[src/hdl/bcfr_pkg.sv]
// shared types, constants and helpers of the block cache tag controller
// no dependencies; imported by the cell, controller, top level and checker
`default_nettype none

package bcfr_pkg;

    // geometry
    localparam int SLOTS  = 16;
    localparam int IDX_W  = (SLOTS > 1) ? $clog2(SLOTS) : 1;
    localparam int BLK_W  = 16;
    localparam int SEQ_W  = 8;
    localparam int SLOT_W = 4;

    // sequence constants
    localparam logic [SEQ_W-1:0] SEQ_MAX = 8'd255;
    localparam logic [SEQ_W-1:0] SEQ_ONE = 8'h01;

    // stream widths and result field positions in tdata
    localparam int IN_USER_W  = 2;
    localparam int OUT_USER_W = 3;
    localparam int OUT_DATA_W = 24;
    localparam int WB_BIT     = SLOT_W;
    localparam int VIC_LSB    = SLOT_W + 1;
    localparam int VIC_MSB    = VIC_LSB + BLK_W - 1;
    localparam int PAD_W      = OUT_DATA_W - VIC_MSB - 1;

    // request codes
    typedef enum logic [IN_USER_W-1:0] {
        OP_ACCESS       = 2'd0,
        OP_ACCESS_DIRTY = 2'd1,
        OP_FLUSH        = 2'd2,
        OP_NONE         = 2'd3
    } t_op;

    // result codes
    typedef enum logic [OUT_USER_W-1:0] {
        KIND_NULL       = 3'd0,
        KIND_HIT        = 3'd1,
        KIND_MISS       = 3'd2,
        KIND_FLUSH_WB   = 3'd3,
        KIND_FLUSH_NONE = 3'd4
    } t_kind;

    // scan record carried from cell to cell
    typedef struct packed {
        logic             flush;
        logic             mark;
        logic [BLK_W-1:0] blk;
        logic             found;
        logic [IDX_W-1:0] hit_idx;
        logic             stop;
        logic [IDX_W-1:0] vic_idx;
        logic [BLK_W-1:0] vic_blk;
        logic             vic_dirty;
        logic             have_min;
        logic [SEQ_W-1:0] min_seq;
        logic [SEQ_W-1:0] max_seq;
    } t_rec;

    typedef struct packed {
        logic valid;
        t_rec rec;
    } t_tok;

    // flush writeback offered by the cell holding the token
    typedef struct packed {
        logic             req;
        logic [IDX_W-1:0] idx;
        logic [BLK_W-1:0] blk;
    } t_emit;

    // state update broadcast to all cells
    typedef struct packed {
        logic             fill;
        logic             mark;
        logic [IDX_W-1:0] idx;
        logic [BLK_W-1:0] blk;
        logic [SEQ_W-1:0] seq;
        logic             dirty;
    } t_cmt;

    // one result
    typedef struct packed {
        t_kind             kind;
        logic [SLOT_W-1:0] slot;
        logic              wb;
        logic [BLK_W-1:0]  victim;
        logic              last;
    } t_res;

    // slot field keeps the low bits of the index
    function automatic logic [SLOT_W-1:0] to_slot(input logic [IDX_W-1:0] idx);
        logic [SLOT_W+IDX_W-1:0] v;
        v = {{SLOT_W{1'b0}}, idx};
        return v[SLOT_W-1:0];
    endfunction

endpackage

`default_nettype wire

[src/hdl/bcfr_cell.sv]
// one cache slot: tag, fill sequence and dirty mark, plus the scan stage
// depends on bcfr_pkg
`default_nettype none

module bcfr_cell (
    input  wire logic                      i_clk,
    input  wire logic                      i_rst_n,
    input  wire logic [bcfr_pkg::IDX_W-1:0] i_idx,
    input  wire bcfr_pkg::t_tok            i_tok,
    output bcfr_pkg::t_tok                 o_tok,
    input  wire bcfr_pkg::t_cmt            i_cmt,
    input  wire logic                      i_ack,
    output bcfr_pkg::t_emit                o_emit
);
    import bcfr_pkg::*;

    logic             r_valid, n_valid;
    t_rec             r_rec;
    logic [BLK_W-1:0] r_blk, n_blk;
    logic [SEQ_W-1:0] r_seq, n_seq;
    logic             r_dirty, n_dirty;
    logic             w_hold;
    logic             w_sel;
    t_rec             w_rec;

    // a flush token waits here while this slot is dirty
    assign w_hold = r_valid && r_rec.flush && r_dirty;

    // scan step of an access
    always_comb begin
        w_rec = r_rec;
        if (!r_rec.flush && !r_rec.found && !r_rec.stop) begin
            priority if (r_blk == r_rec.blk) begin
                w_rec.found   = 1'b1;
                w_rec.hit_idx = i_idx;
            end else if (r_blk == '0) begin
                w_rec.stop      = 1'b1;
                w_rec.vic_idx   = i_idx;
                w_rec.vic_blk   = r_blk;
                w_rec.vic_dirty = r_dirty;
            end else begin
                if (!r_rec.have_min || (r_seq < r_rec.min_seq)) begin
                    w_rec.have_min  = 1'b1;
                    w_rec.min_seq   = r_seq;
                    w_rec.vic_idx   = i_idx;
                    w_rec.vic_blk   = r_blk;
                    w_rec.vic_dirty = r_dirty;
                end
                if (r_seq > r_rec.max_seq) begin
                    w_rec.max_seq = r_seq;
                end
            end
        end
    end

    // hand the token on unless held for a writeback
    assign o_tok.valid = r_valid && !w_hold;
    assign o_tok.rec   = w_rec;

    // writeback offer, zero when idle so the bus can be or-ed
    assign o_emit.req = w_hold;
    assign o_emit.idx = w_hold ? i_idx : '0;
    assign o_emit.blk = w_hold ? r_blk : '0;

    // slot state next values
    assign w_sel = (i_cmt.idx == i_idx);

    always_comb begin
        n_valid = i_tok.valid || w_hold;
        n_blk   = r_blk;
        n_seq   = r_seq;
        n_dirty = r_dirty;
        priority if (i_cmt.fill && w_sel) begin
            n_blk   = i_cmt.blk;
            n_seq   = i_cmt.seq;
            n_dirty = i_cmt.dirty;
        end else if (i_cmt.mark && w_sel) begin
            n_dirty = 1'b1;
        end
        if (w_hold && i_ack) begin
            n_dirty = 1'b0;
        end
    end

    always_ff @(posedge i_clk) begin
        if (!i_rst_n) begin
            r_valid <= 1'b0;
            r_blk   <= '0;
            r_seq   <= '0;
            r_dirty <= 1'b0;
        end else begin
            r_valid <= n_valid;
            r_blk   <= n_blk;
            r_seq   <= n_seq;
            r_dirty <= n_dirty;
        end
    end

    // token payload
    always_ff @(posedge i_clk) begin
        if (i_tok.valid) begin
            r_rec <= i_tok.rec;
        end
    end

endmodule

`default_nettype wire

[src/hdl/bcfr_ctrl.sv]
// request decode, scan launch, commit, flush sequencing and output register
// depends on bcfr_pkg
`default_nettype none

module bcfr_ctrl (
    input  wire logic                      i_clk,
    input  wire logic                      i_rst_n,
    input  wire logic                      i_s_valid,
    output logic                           o_s_ready,
    input  wire bcfr_pkg::t_op             i_s_op,
    input  wire logic [bcfr_pkg::BLK_W-1:0] i_s_blk,
    output bcfr_pkg::t_tok                 o_tok,
    input  wire bcfr_pkg::t_tok            i_tok,
    input  wire bcfr_pkg::t_emit           i_emit,
    output logic                           o_ack,
    output bcfr_pkg::t_cmt                 o_cmt,
    output logic                           o_m_valid,
    input  wire logic                      i_m_ready,
    output bcfr_pkg::t_res                 o_m_res
);
    import bcfr_pkg::*;

    typedef enum logic [3:0] {
        ST_IDLE  = 4'b0001,
        ST_SCAN  = 4'b0010,
        ST_FLUSH = 4'b0100,
        ST_DONE  = 4'b1000
    } t_state;

    t_state r_state, n_state;
    t_res   r_res, n_res;
    t_res   r_out, n_out;
    logic   r_out_valid, n_out_valid;
    t_emit  r_pend, n_pend;
    logic   r_pend_valid, n_pend_valid;
    logic   w_out_free;
    t_rec   w_rec;

    assign w_out_free = !r_out_valid || i_m_ready;
    assign o_s_ready  = (r_state == ST_IDLE);
    assign w_rec      = i_tok.rec;

    always_comb begin
        n_state      = r_state;
        n_res        = r_res;
        n_out        = r_out;
        n_out_valid  = r_out_valid && !i_m_ready;
        n_pend       = r_pend;
        n_pend_valid = r_pend_valid;
        o_ack        = 1'b0;
        o_cmt        = '0;

        // fresh scan record
        o_tok               = '0;
        o_tok.rec.flush     = (i_s_op == OP_FLUSH);
        o_tok.rec.mark      = (i_s_op == OP_ACCESS_DIRTY);
        o_tok.rec.blk       = i_s_blk;
        o_tok.rec.min_seq   = SEQ_MAX;

        unique case (r_state)
            // decode a new request
            ST_IDLE: begin
                if (i_s_valid) begin
                    unique case (i_s_op)
                        OP_ACCESS, OP_ACCESS_DIRTY: begin
                            if (i_s_blk == '0) begin
                                n_res.kind   = KIND_NULL;
                                n_res.slot   = '0;
                                n_res.wb     = 1'b0;
                                n_res.victim = '0;
                                n_res.last   = 1'b1;
                                n_state      = ST_DONE;
                            end else begin
                                o_tok.valid = 1'b1;
                                n_state     = ST_SCAN;
                            end
                        end
                        OP_FLUSH: begin
                            o_tok.valid = 1'b1;
                            n_state     = ST_FLUSH;
                        end
                        OP_NONE: begin
                            n_state = ST_IDLE;
                        end
                        default: n_state = ST_IDLE;
                    endcase
                end
            end
            // scan came out of the last cell: decide and update the slot
            ST_SCAN: begin
                if (i_tok.valid) begin
                    n_res.last = 1'b1;
                    if (w_rec.found) begin
                        n_res.kind   = KIND_HIT;
                        n_res.slot   = to_slot(w_rec.hit_idx);
                        n_res.wb     = 1'b0;
                        n_res.victim = '0;
                        o_cmt.mark   = w_rec.mark;
                        o_cmt.idx    = w_rec.hit_idx;
                    end else begin
                        n_res.kind   = KIND_MISS;
                        n_res.slot   = to_slot(w_rec.vic_idx);
                        n_res.wb     = w_rec.vic_dirty;
                        n_res.victim = w_rec.vic_dirty ? w_rec.vic_blk : '0;
                        o_cmt.fill   = 1'b1;
                        o_cmt.idx    = w_rec.vic_idx;
                        o_cmt.blk    = w_rec.blk;
                        o_cmt.seq    = w_rec.max_seq + SEQ_ONE;
                        o_cmt.dirty  = w_rec.mark;
                    end
                    n_state = ST_DONE;
                end
            end
            // flush: keep one writeback back so the final one carries last
            ST_FLUSH: begin
                if (i_emit.req && (!r_pend_valid || w_out_free)) begin
                    o_ack        = 1'b1;
                    n_pend       = i_emit;
                    n_pend_valid = 1'b1;
                    if (r_pend_valid) begin
                        n_out.kind   = KIND_FLUSH_WB;
                        n_out.slot   = to_slot(r_pend.idx);
                        n_out.wb     = 1'b1;
                        n_out.victim = r_pend.blk;
                        n_out.last   = 1'b0;
                        n_out_valid  = 1'b1;
                    end
                end
                if (i_tok.valid) begin
                    n_res.last = 1'b1;
                    if (r_pend_valid) begin
                        n_res.kind   = KIND_FLUSH_WB;
                        n_res.slot   = to_slot(r_pend.idx);
                        n_res.wb     = 1'b1;
                        n_res.victim = r_pend.blk;
                    end else begin
                        n_res.kind   = KIND_FLUSH_NONE;
                        n_res.slot   = '0;
                        n_res.wb     = 1'b0;
                        n_res.victim = '0;
                    end
                    n_pend_valid = 1'b0;
                    n_state      = ST_DONE;
                end
            end
            // final result into the output register
            ST_DONE: begin
                if (w_out_free) begin
                    n_out       = r_res;
                    n_out_valid = 1'b1;
                    n_state     = ST_IDLE;
                end
            end
            default: n_state = ST_IDLE;
        endcase
    end

    always_ff @(posedge i_clk) begin
        if (!i_rst_n) begin
            r_state      <= ST_IDLE;
            r_out_valid  <= 1'b0;
            r_pend_valid <= 1'b0;
        end else begin
            r_state      <= n_state;
            r_out_valid  <= n_out_valid;
            r_pend_valid <= n_pend_valid;
        end
    end

    // payload registers
    always_ff @(posedge i_clk) begin
        r_res  <= n_res;
        r_out  <= n_out;
        r_pend <= n_pend;
    end

    assign o_m_valid = r_out_valid;
    assign o_m_res   = r_out;

endmodule

`default_nettype wire

[src/hdl/block_cache_fifo_replacement.sv]
// top level of the block cache tag controller: controller plus a row of slot cells
// depends on bcfr_pkg, bcfr_cell and bcfr_ctrl
//
// Usage
//   Slave stream takes one request: tuser = op (access, access and mark dirty,
//   flush), tdata = block number. Master stream returns results: tuser = kind,
//   tdata = slot, write_back, victim_block; tlast marks the final result of a
//   request. A request is taken when tvalid and tready are both high.
//   An access walks the row of SLOTS cells, one cell per cycle, carrying the
//   hit, the first unused slot and the running min/max fill sequence. A new
//   request is taken only in the idle state, once the previous result has
//   moved into the output register. A request for block 0 returns a null
//   result without a walk; op 3 is dropped without a result.
//   A flush walks the row the same way and pauses at each dirty slot; it
//   returns one result per dirty slot, or one empty-flush result if none is dirty.
//   A result waits in the output register while the receiver stalls; the walk
//   of a flush pauses at a dirty slot until its writeback can be queued.
//   Synchronous active-low reset empties all slots (block 0, sequence 0,
//   clean) and clears the output valid.
`default_nettype none

module block_cache_fifo_replacement (
    input  wire logic                                i_clk,
    input  wire logic                                i_rst_n,
    // request: op
    input  wire logic [bcfr_pkg::IN_USER_W-1:0]      i_s_axis_tuser,
    // request: block_num
    input  wire logic [bcfr_pkg::BLK_W-1:0]          i_s_axis_tdata,
    input  wire logic                                i_s_axis_tvalid,
    output logic                                     o_s_axis_tready,
    // result: kind
    output logic [bcfr_pkg::OUT_USER_W-1:0]          o_m_axis_tuser,
    // result: slot [3:0], write_back [4], victim_block [20:5], zero [23:21]
    output logic [bcfr_pkg::OUT_DATA_W-1:0]          o_m_axis_tdata,
    output logic                                     o_m_axis_tlast,
    output logic                                     o_m_axis_tvalid,
    input  wire logic                                i_m_axis_tready
);
    import bcfr_pkg::*;

    t_tok  w_tok [SLOTS+1];
    t_emit w_emit [SLOTS];
    t_emit w_bus;
    t_cmt  w_cmt;
    logic  w_ack;
    t_res  w_res;

    // controller
    bcfr_ctrl u_ctrl (
        .i_clk     (i_clk),
        .i_rst_n   (i_rst_n),
        .i_s_valid (i_s_axis_tvalid),
        .o_s_ready (o_s_axis_tready),
        .i_s_op    (t_op'(i_s_axis_tuser)),
        .i_s_blk   (i_s_axis_tdata),
        .o_tok     (w_tok[0]),
        .i_tok     (w_tok[SLOTS]),
        .i_emit    (w_bus),
        .o_ack     (w_ack),
        .o_cmt     (w_cmt),
        .o_m_valid (o_m_axis_tvalid),
        .i_m_ready (i_m_axis_tready),
        .o_m_res   (w_res)
    );

    // row of slot cells
    for (genvar g = 0; g < SLOTS; g++) begin : g_cell
        bcfr_cell u_cell (
            .i_clk   (i_clk),
            .i_rst_n (i_rst_n),
            .i_idx   (IDX_W'(g)),
            .i_tok   (w_tok[g]),
            .o_tok   (w_tok[g+1]),
            .i_cmt   (w_cmt),
            .i_ack   (w_ack),
            .o_emit  (w_emit[g])
        );
    end

    // writeback bus: at most one cell drives it
    always_comb begin
        w_bus = '0;
        for (int k = 0; k < SLOTS; k++) begin
            w_bus.req = w_bus.req | w_emit[k].req;
            w_bus.idx = w_bus.idx | w_emit[k].idx;
            w_bus.blk = w_bus.blk | w_emit[k].blk;
        end
    end

    // result packing
    assign o_m_axis_tuser = w_res.kind;
    assign o_m_axis_tdata = {{PAD_W{1'b0}}, w_res.victim, w_res.wb, w_res.slot};
    assign o_m_axis_tlast = w_res.last;

endmodule

`default_nettype wire

[config.mk]
export PLATFORM = sky130hd
export DESIGN_NAME = block_cache_fifo_replacement
export DESIGN_NICKNAME = d
export VERILOG_FILES = /design/src/hdl/bcfr_pkg.sv /design/src/hdl/bcfr_cell.sv /design/src/hdl/bcfr_ctrl.sv /design/src/hdl/block_cache_fifo_replacement.sv
export SDC_FILE = /design/constraint.sdc
export NUM_CORES = 2
export LEC_CHECK = 0
export BUFFER_PORTS_ARGS = -buffer_cell sky130_fd_sc_hd__buf_4
export CAP_MARGIN = 10
export CORE_MARGIN = 2
export CORE_UTILIZATION = 65
export DETAILED_ROUTE_END_ITERATION = 7
export GPL_TIMING_DRIVEN = 0
export PLACE_DENSITY = 0.83
export SLEW_MARGIN = 20
export SYNTH_ARGS = -nofsm -noshare
export SYNTH_HDL_FRONTEND = slang
export SYNTH_SLANG_ARGS = --single-unit
[constraint.sdc]
create_clock -name i_clk -period 12.6 [get_ports i_clk]
set_input_delay 1.89 -clock i_clk [delete_from_list [all_inputs] [get_ports i_clk]]
set_output_delay 1.89 -clock i_clk [all_outputs]
set_load 0.05 [all_outputs]
==> run summary <==
outcome = completed
Worst Setup EP = g_cell[5].u_cell.r_seq[4]
commonest non-fill, non-tap cell in the layout = edfxtp_1
synth warn = 0
commonest non-fill, non-tap cells in the layout = 987 x edfxtp_1, 422 x dfxtp_1, 363 x nand2_1, 288 x a22o_1, 265 x mux2_2
vias in the first global route = 44200
largest net degree at the start of global routing = 30
TritonCTS clock tree = done
post-CTS sizing = 0
CP Cell Sequence = xnor2_1 > nand4_1 > o41ai_1 > nor3_2 > nand2_1 > mux2i_1 > clkbuf_1 > inv_1 > ha_1 > nand3_1 > xnor2_1 > mux2i_1 > clkbuf_1 > nand3_1 > a21oi_1
Worst R2R End = g_cell[5].u_cell.r_seq[4]
DR WL met2 = 96.5 mm
Hold Fails Final Rpt = 0
M1 WL = 79.4 mm
Initial Utilization = 0.655
period utilization = 0.543
CP bufs+invs = 3
Slew Viols, Final = 0
total wire length = 225 mm
sequential element share of the synthesized area = 0.602
placed insts = 6428
hold buffers post-CTS = 0
core area = 96600 um2
Post-Route Setup TNS = 0 ns
detailed-route vias per instance = 6.95
crit path kind = reg2reg
Final Util = 0.735
pre-CTS setup slack = 6.51 ns
Setup Skew = 0.0367 ns
H-tree depth = 4
Crit. path cell count = 15
Die Height = 316 um
Async SR Flop Fraction = 0
family with the most delay on the worst path = buffers and inverters
Hold WC Path Type = reg2reg
FMAX = 146 MHz
Overall Global Routing Usage = 0.450
Seq cells post-synth = 1409
Finished Cell Area = 71000 um2
Area growth syn-to-layout = 12.2%
PD cells = 130 nW/um2
CP Data Required Time = 13.27 ns
number of core rows = 114
crit start category = flop
Post-synth EDFFs = 987
post-route setup slack = 5.76 ns
Least-Margin Pin Slew = 1.36 ns
WL met3 = 30.3 mm
antenna violations before repair = 8
Final setup viols = 0
count of cell types in the netlist = 75
critical path arrival = 7.51 ns
vias = 46500
relative slew slack = 0.0900
Top Metal Used = met5
min cycle time layout = 6.84 ns
ANT nets after route = 0
number of remaining DRC errors = 0
reg2reg start = g_cell[15].u_cell.r_blk[8]
DPL Wire Length = 169 mm
Layout Cells excl Fill = 6697
Mapped Area = 63300 um2
number of max-cap violations = 0
I/O pin cnt = 52
largest fanout on the critical path = 10
DR pass1 iterations = 8
Lkg Pwr = 26.0 nW
flop2flop setup slack = 5.76 ns
Reg clk slew, reported paths = 0.06 ns
CP max stage cell = clkbuf_1
clock buffer depth = 3
Crit path largest cell delay = 0.87 ns
post-synthesis area per instance = 12.5 um2
Die ar. = 99900 um2
ratio of cells with drive above 1 in the final layout = 0.129
Post-CTS Setup Inserts = 0
Avg WL per Cell = 33.6 um
CTS root buffer = clkbuf_16
Die X = 316 um
RSZ-0062 raised after global routing = false
clock sink count = 1409
Placement Cell Area = 66400 um2
CTS Buf Count = 141
first-pass GRT wire length = 314 mm
Worst Reg2Reg Path Length in Cells = 15
Synth Instances = 5065
DRT iter0 DRCs = 7844
Clock Latency Late Sink = 0.77 ns
Critical Path Start = g_cell[15].u_cell.r_blk[8]
grt total ovfl = 0
peak supply drop = 0.141 mV
GP Congestion = 1.05
crit end category = flop
IO Port Bufs = 47
fin nets = 5544
Top FF cell, synth = edfxtp_1
-- worst register-to-register path, delay by kind of cell (launching register included) --
family          cells  cell delay [ns]
fa+ha+maj           1             0.33
flops               1             0.71
buf+inv             3             1.79
mux                 2             1.54
simple gates        5             1.21
xor+xnor            2             0.27
compound gates      2             0.90
-- Yosys cell counts, drive strengths merged, types with 2 or more instances --
master     n  area, um2
a211oi    20        150
a21o      75        563
clkbuf   187        702
dfxtp    422       8450
o21a      16        120
xnor2    230       2010
o21bai    16        135
or4b       2       20.0
o41ai      2       17.5
a2111oi   10       91.3
a31o      38        333
nand3    126        641
o2111a     7       78.8
a221oi    67        604
mux2     265       2980
nor4b      4       50.1
a21oi    202       1010
a21boi    17        128
inv      247        927
a221o      3       30.0
nor2b     24        150
buf       57        334
nand2    363       1360
o311a      2       20.0
edfxtp   987      29600
and3      36        225
a31oi      3       25.0
o21ai    177        890
xor2      36        315
nor4     111        749
mux2i    183       1830
nand4    114        719
nor3b      5       37.5
ha       226       2830
nor2     211        802
o31ai      3       22.5
o211ai     5       37.5
nand2b   135        845
or2        4       25.0
a311oi     3       32.5
nor3      55        285
or3        6       37.5
and2      64        400
o22ai      3       18.8
a22o     288       2520
-- logic make-up after synthesis --
logic type	synth area share
xor gates and xnor gates	0.0368
DFF	0.602
AOI/OAI and AO/OA	0.109
other	0.0000593
and+or+nand+nor	0.100
muxes	0.0761
adders and majority gates	0.0447
buffers and inverters	0.0310
-- power by group --
group | internal (mW) | switching (mW)
Combinational | 0.0320 | 0.0962
Clock | 2.38 | 1.79
Sequential | 4.92 | 0.0157
Total | 7.34 | 1.90
-- registers in the layout (all words and copies together), names as in the netlist --
register / flops
u_ctrl.r_pend: 20
u_ctrl.o_m_res: 25
g_cell.u_cell.r_seq: 128
u_ctrl.r_state: 4
g_cell.u_cell.r_blk: 256
g_cell.u_cell.r_valid: 16
g_cell.u_cell.o_tok: 288
u_ctrl.r_res: 24
g_cell.u_cell.r_rec: 630
g_cell.u_cell.r_dirty: 16
u_ctrl.r_pend_valid: 1
u_ctrl.o_m_valid: 1
-- per-stage QoR --
step                      power [mW]  hold slack [ns]
final                           9.24            0.411
after global routing            9.40            0.418
after CTS                       9.21            0.417
after detailed placement        5.16            0.410
after global placement          5.15            0.402
after floorplan                 5.10            0.400
-- worst min-delay path by stage --
stage | start | endpoint | slack, ns | cells after the start
after detailed placement | g_cell[11].u_cell.o_tok[60] | g_cell[12].u_cell.o_tok[60] | 0.41 | 0
after CTS | g_cell[11].u_cell.o_tok[60] | g_cell[12].u_cell.o_tok[60] | 0.42 | 0
after floorplan | g_cell[9].u_cell.o_tok[60] | g_cell[10].u_cell.o_tok[60] | 0.40 | 0
after global placement | g_cell[6].u_cell.o_tok[60] | g_cell[7].u_cell.o_tok[60] | 0.40 | 0
after global routing | g_cell[4].u_cell.o_tok[60] | g_cell[5].u_cell.o_tok[60] | 0.42 | 0
final | g_cell[4].u_cell.o_tok[60] | g_cell[5].u_cell.o_tok[60] | 0.41 | 0
-- routing by layer --
metal	track usage	vias to the layer above
li1	-	19400
met1	0.562	22600
met2	0.663	3675
met3	0.152	941
met4	0.307	2
met5	0	-
-- area by class of cell --
type                            instances  area, um2
Multi-Input combinational cell       3167      23500
Antenna cell                            8       20.0
Fill cell                            6177      25500
Tap cell                             1276       1600
Timing Repair Buffer                   86       1320
Inverter                              247        927
Buffer                                244       1050
Sequential cell                      1409      38100
Clock inverter                         46        435
Clock buffer                          214       4080
No activity file was read; power rests on OpenSTA's default activity.
